===== config.mk =====
export PLATFORM = sky130hd
export DESIGN_NAME = whdm_dist
export DESIGN_NICKNAME = d
export VERILOG_FILES = /design/src/hw/rtl/whdm_pkg.sv /design/src/hw/rtl/whdm_dist.sv
export SDC_FILE = /design/constraint.sdc
export NUM_CORES = 1
export LEC_CHECK = 0
export ABC_AREA = 0
export CAP_MARGIN = 20
export CORE_AREA = 3 3 227 229
export DETAILED_ROUTE_END_ITERATION = 7
export DIE_AREA = 0 0 230 232
export DONT_BUFFER_PORTS = 1
export SYNTH_ARGS = -nofsm -noshare
export SYNTH_HDL_FRONTEND = slang
export SYNTH_SLANG_ARGS = --single-unit

===== constraint.sdc =====
create_clock -name i_clk -period 7.9 [get_ports i_clk]
set_clock_uncertainty 0.1 [all_clocks]
set_input_delay 0.79 -clock i_clk [delete_from_list [all_inputs] [get_ports i_clk]]
set_output_delay 0.79 -clock i_clk [all_outputs]
set_load 0.1 [all_outputs]

===== src/hw/rtl/whdm_pkg.sv =====
// Package for the windowed Hamming descriptor matcher.
// Holds the transfer payload types, opcodes, register indexes and the popcount helper.
// No dependencies.
package whdm_pkg;

    // Widths fixed by the item format
    localparam int COORD_W    = 12;
    localparam int DESC_MAX   = 256;
    localparam int DIST_W     = 9;
    localparam int OUT_IDX_W  = 10;
    localparam int CFG_IDX_W  = 2;

    // Opcodes of an input item
    localparam logic [1:0] OP_CLEAR  = 2'd0;
    localparam logic [1:0] OP_APPEND = 2'd1;
    localparam logic [1:0] OP_QUERY  = 2'd2;

    // Configuration register indexes
    localparam logic [CFG_IDX_W-1:0] CFG_IMAGE_COLS  = 2'd0;
    localparam logic [CFG_IDX_W-1:0] CFG_IMAGE_ROWS  = 2'd1;
    localparam logic [CFG_IDX_W-1:0] CFG_WINDOW_HALF = 2'd2;

    // Register reset values
    localparam logic [COORD_W-1:0] RST_IMAGE_COLS  = 12'd640;
    localparam logic [COORD_W-1:0] RST_IMAGE_ROWS  = 12'd480;
    localparam logic [COORD_W-1:0] RST_WINDOW_HALF = 12'd100;

    // Distance reported when nothing matches
    localparam logic [DIST_W-1:0] NO_MATCH_DIST = 9'd256;

    typedef struct packed {
        logic [1:0]         opcode;
        logic [COORD_W-1:0] point_x;
        logic [COORD_W-1:0] point_y;
        logic [63:0]        desc_word0;
        logic [63:0]        desc_word1;
        logic [63:0]        desc_word2;
        logic [63:0]        desc_word3;
    } t_in_item;

    typedef struct packed {
        logic                 matched;
        logic [OUT_IDX_W-1:0] match_index;
        logic [DIST_W-1:0]    best_distance;
    } t_out_item;

    // One scanned store entry as seen by the best-match tracker
    typedef struct packed {
        logic              valid;
        logic              hit;
        logic [DIST_W-1:0] distance;
    } t_cand;

    // Count the set bits of one 64-bit word: per-byte counts, then an adder tree
    function automatic logic [6:0] pop64(input logic [63:0] v);
        logic [3:0] b [8];
        logic [6:0] s;
        for (int k = 0; k < 8; k++) begin
            b[k] = '0;
            for (int j = 0; j < 8; j++) begin
                b[k] = b[k] + 4'(v[k*8 + j]);
            end
        end
        s = ((7'(b[0]) + 7'(b[1])) + (7'(b[2]) + 7'(b[3])))
          + ((7'(b[4]) + 7'(b[5])) + (7'(b[6]) + 7'(b[7])));
        return s;
    endfunction

endpackage


===== src/hw/rtl/whdm_dist.sv =====
// Two-stage window test and Hamming distance unit for one store entry per cycle.
// Depends on whdm_pkg (t_cand, pop64, widths).
module whdm_dist #(
    parameter int DESC_BITS = 256
) (
    input  logic                         i_clk,
    input  logic                         i_rst_n,
    input  logic                         i_valid,
    input  logic [whdm_pkg::COORD_W-1:0] i_ref_x,
    input  logic [whdm_pkg::COORD_W-1:0] i_ref_y,
    input  logic [DESC_BITS-1:0]         i_ref_desc,
    input  logic [whdm_pkg::COORD_W-1:0] i_qry_x,
    input  logic [whdm_pkg::COORD_W-1:0] i_qry_y,
    input  logic [DESC_BITS-1:0]         i_qry_desc,
    input  logic [whdm_pkg::COORD_W-1:0] i_window_half,
    output whdm_pkg::t_cand              o_cand
);

    logic [whdm_pkg::COORD_W-1:0] w_dx;
    logic [whdm_pkg::COORD_W-1:0] w_dy;
    logic [whdm_pkg::DESC_MAX-1:0] w_diff;

    logic       r_a_valid;
    logic       r_a_hit;
    logic [6:0] r_a_pop [4];

    whdm_pkg::t_cand r_cand;

    // Absolute coordinate offsets and differing descriptor bits
    assign w_dx = (i_ref_x > i_qry_x) ? (i_ref_x - i_qry_x) : (i_qry_x - i_ref_x);
    assign w_dy = (i_ref_y > i_qry_y) ? (i_ref_y - i_qry_y) : (i_qry_y - i_ref_y);
    assign w_diff = whdm_pkg::DESC_MAX'(i_ref_desc ^ i_qry_desc);

    // Stage A: window test and per-word popcounts
    always_ff @(posedge i_clk) begin
        if (!i_rst_n) begin
            r_a_valid <= 1'b0;
        end else begin
            r_a_valid <= i_valid;
        end
        r_a_hit <= (w_dx < i_window_half) && (w_dy < i_window_half);
        for (int k = 0; k < 4; k++) begin
            r_a_pop[k] <= whdm_pkg::pop64(w_diff[k*64 +: 64]);
        end
    end

    // Stage B: total distance
    always_ff @(posedge i_clk) begin
        if (!i_rst_n) begin
            r_cand.valid <= 1'b0;
        end else begin
            r_cand.valid <= r_a_valid;
        end
        r_cand.hit      <= r_a_hit;
        r_cand.distance <= whdm_pkg::DIST_W'(r_a_pop[0]) + whdm_pkg::DIST_W'(r_a_pop[1])
                         + whdm_pkg::DIST_W'(r_a_pop[2]) + whdm_pkg::DIST_W'(r_a_pop[3]);
    end

    assign o_cand = r_cand;

endmodule


==> impl_metrics.yaml <==
floorplan:
  start_util: 0.2504
  die_w_um: 230
  row_count: 82
  coreArea_sq_um: 49860
  ioPinCount: 586
  die-area_sq_um: 53360
  fp.dieH_um: 232
sta:
  timing.fmax_ghz: 0.1540
  rsz0062_at_grt: "no"
  relSlewSlack: 0.2756
  hold_violations: 0
  fin_setup_tns_ps: 0
  drv_slew: 0
  setup_violations: 0
  worst_pin_slew_ps: 1085
  finalCriticalPeriod_ps: 6495
  fin_crit_sh: 0.8222
detailed_routing:
  route.detailed.drc: 0
  drt_wl_total_mm: 33.84
  num_vias: 8117
  viasPerCell: 4.270
  final_antenna_net_count: 0
  drt-pass1-iter-count: 4
  drtIter0Drc: 230
  wl_per_cell_um: 17.80
synth:
  ys_warn_count: 0
  synth_top_area_frac: 0.3753
  ys_seq_area_frac: 0.06575
  synthArstFlopShare: 0
  synth_edf_count: 0
  ys.flop_type: "dfxtp_1"
  yosysUniqueCellTypes: 49
  synth_area_leaders: "fa_1 38%, ha_1 14%, xor2_1 12%, xnor2_1 9.0%, inv_1 7.5%"
  netlist_area_sq_um: 12480
  ys_seq_elements: 41
  avgSynthCellArea_sq_um: 10.11
  synth_area_leader_cell: "fa_1"
  syn_inst: 1235
  synth_nets: 2180
hold_path:
  hold_path_class: "reg2reg"
  hold_start: "r_a_hit$_DFF_P_"
worst_setup_path:
  crit_top_cell: "fa_1"
  worstPathRequired_ps: 7980
  critPathKind: "in2reg"
  worstPathMaxFanout: 2
  critPathTopFamily: "adder cells"
  worst-path-buf-inv: 5
  crit_arrival_ps: 6580
  end_kind: "flip-flop"
  startpoint: "i_qry_desc[145]"
  cp_cell_sequence: "xor2_1, fa_1, inv_1, fa_1, inv_1, fa_1, fa_1, fa_1, fa_1, inv_1, fa_1, fa_1, inv_1, ha_1, fa_1, a21oi_1, nor2_1, nor2_1, inv_1, a21oi_1, o21bai_1"
  cp-start-kind: "primary input"
  critical-path-slowest-cell: "fa_1"
  cpPeakStageDelay_ps: 550
  reg2reg_from: "r_a_pop[0][1]$_DFF_P_"
layout:
  final_common_cell: "inv_1"
  areaGrowthSynthToFinish_pct: 7.246
  drive_gt1_frac: 0.01871
  diodes: 0
  nets: 2173
  fill_cells: 5346
  layout_common_cells: "249 x inv_1, 234 x fa_1, 169 x xor2_1"
status:
  status: "finished, final reports clean"
grt:
  track_usage: 0.1241
  antenna_found_initial: 0
  grt_remaining_overflow: 0
  grt_max_degree: 15
  grt_pass1_vias: 9151
  grt_pass1_wl_mm: 50.34
clock_network:
  insertion_delay_ps: 300
  cts_made_buffers: 5
  cts_buffer_depth: 2
  cts.sinks: 41
  postCtsSetupBuffers: 0
  cts_root_buf: "clkbuf_16"
  cts.clk_slew.worst_paths_ps: 70
  cts_resized: 0
  cts_tree: "built"
  holdBufCountCts: 0
  htreeDepth: 2
run:
  drv_cap: 0
place:
  io_buffer_count: 0
  gp_congestion: 0.8916
  dp_hpwl_mm: 32.59
logic make-up after synthesis:
group	count (synthesis)	synth area share
adders and majority gates	370	0.5116
buffers and inverters	264	0.08249
and+or+nand+nor	92	0.03608
AOI/OAI and AO/OA	149	0.07778
DFF	41	0.06575
xor gates and xnor gates	297	0.2084
muxes	22	0.01794
layer usage:
layer,global-route usage,vias to the layer above,part of all wire
met5,0,-,0
met4,0.03507,0,0.025
met3,0.02036,30,0.050
met2,0.2258,281,0.53
met1,0.1510,4015,0.39
li1,-,3791,-
stage by stage:
stage	hold WS, ps	util	worst slack [ps]	cell area, sq um	cells
6_report	232.2	0.2685	1405	13390	1901
5_1_grt	248.4	0.2685	1057	13390	1901
4_1_cts	232.6	0.2685	1374	13390	1901
3_5_place_dp	215.7	0.2656	1066	13240	1893
3_3_place_gp	225.0	0.2656	1130	13240	1893
2_1_floorplan	209.6	-	1322	12480	1235
synthesized netlist by cell type, types with 12 or more instances:
cell type / number
inv_1: 249
fa_1: 234
xor2_1: 169
ha_1: 136
xnor2_1: 128
a21oi_1: 50
dfxtp_1: 41
nor2_1: 25
nand2_1: 24
o21ai_0: 22
a21o_1: 21
mux2i_1: 19
o21bai_1: 12
path summary, 6_finish.rpt:
kind	end	slack [ps]	cells past startpoint
worst max register to register	o_cand[7]$_DFF_P_	5010	11
worst min-delay path	o_cand[9]$_DFF_P_	230	0
worst max-delay path	r_a_pop[2][6]$_DFF_P_	1400	21
worst min register to register	o_cand[9]$_DFF_P_	230	0
final cells by class:
cell class                 instances  area, sq um  area share
clock buffer                       5        125.1    0.009346
clock inverter                     3        21.27    0.001589
tap                              672        840.8     0.06280
sequential                        41        820.8     0.06131
multi-input combinational        930        10640      0.7946
timing repair buffer               1        7.507   0.0005607
inverter                         249        934.6     0.06981
sequential cells by signal, summed over array words and instances (netlist names):
register / cells
r_a_valid: 1
o_cand: 11
r_a_pop: 28
r_a_hit: 1
Power is left out: the tool's default activity adds up to more than one toggle a clock period on the data nets, which glitch-free logic cannot reach.
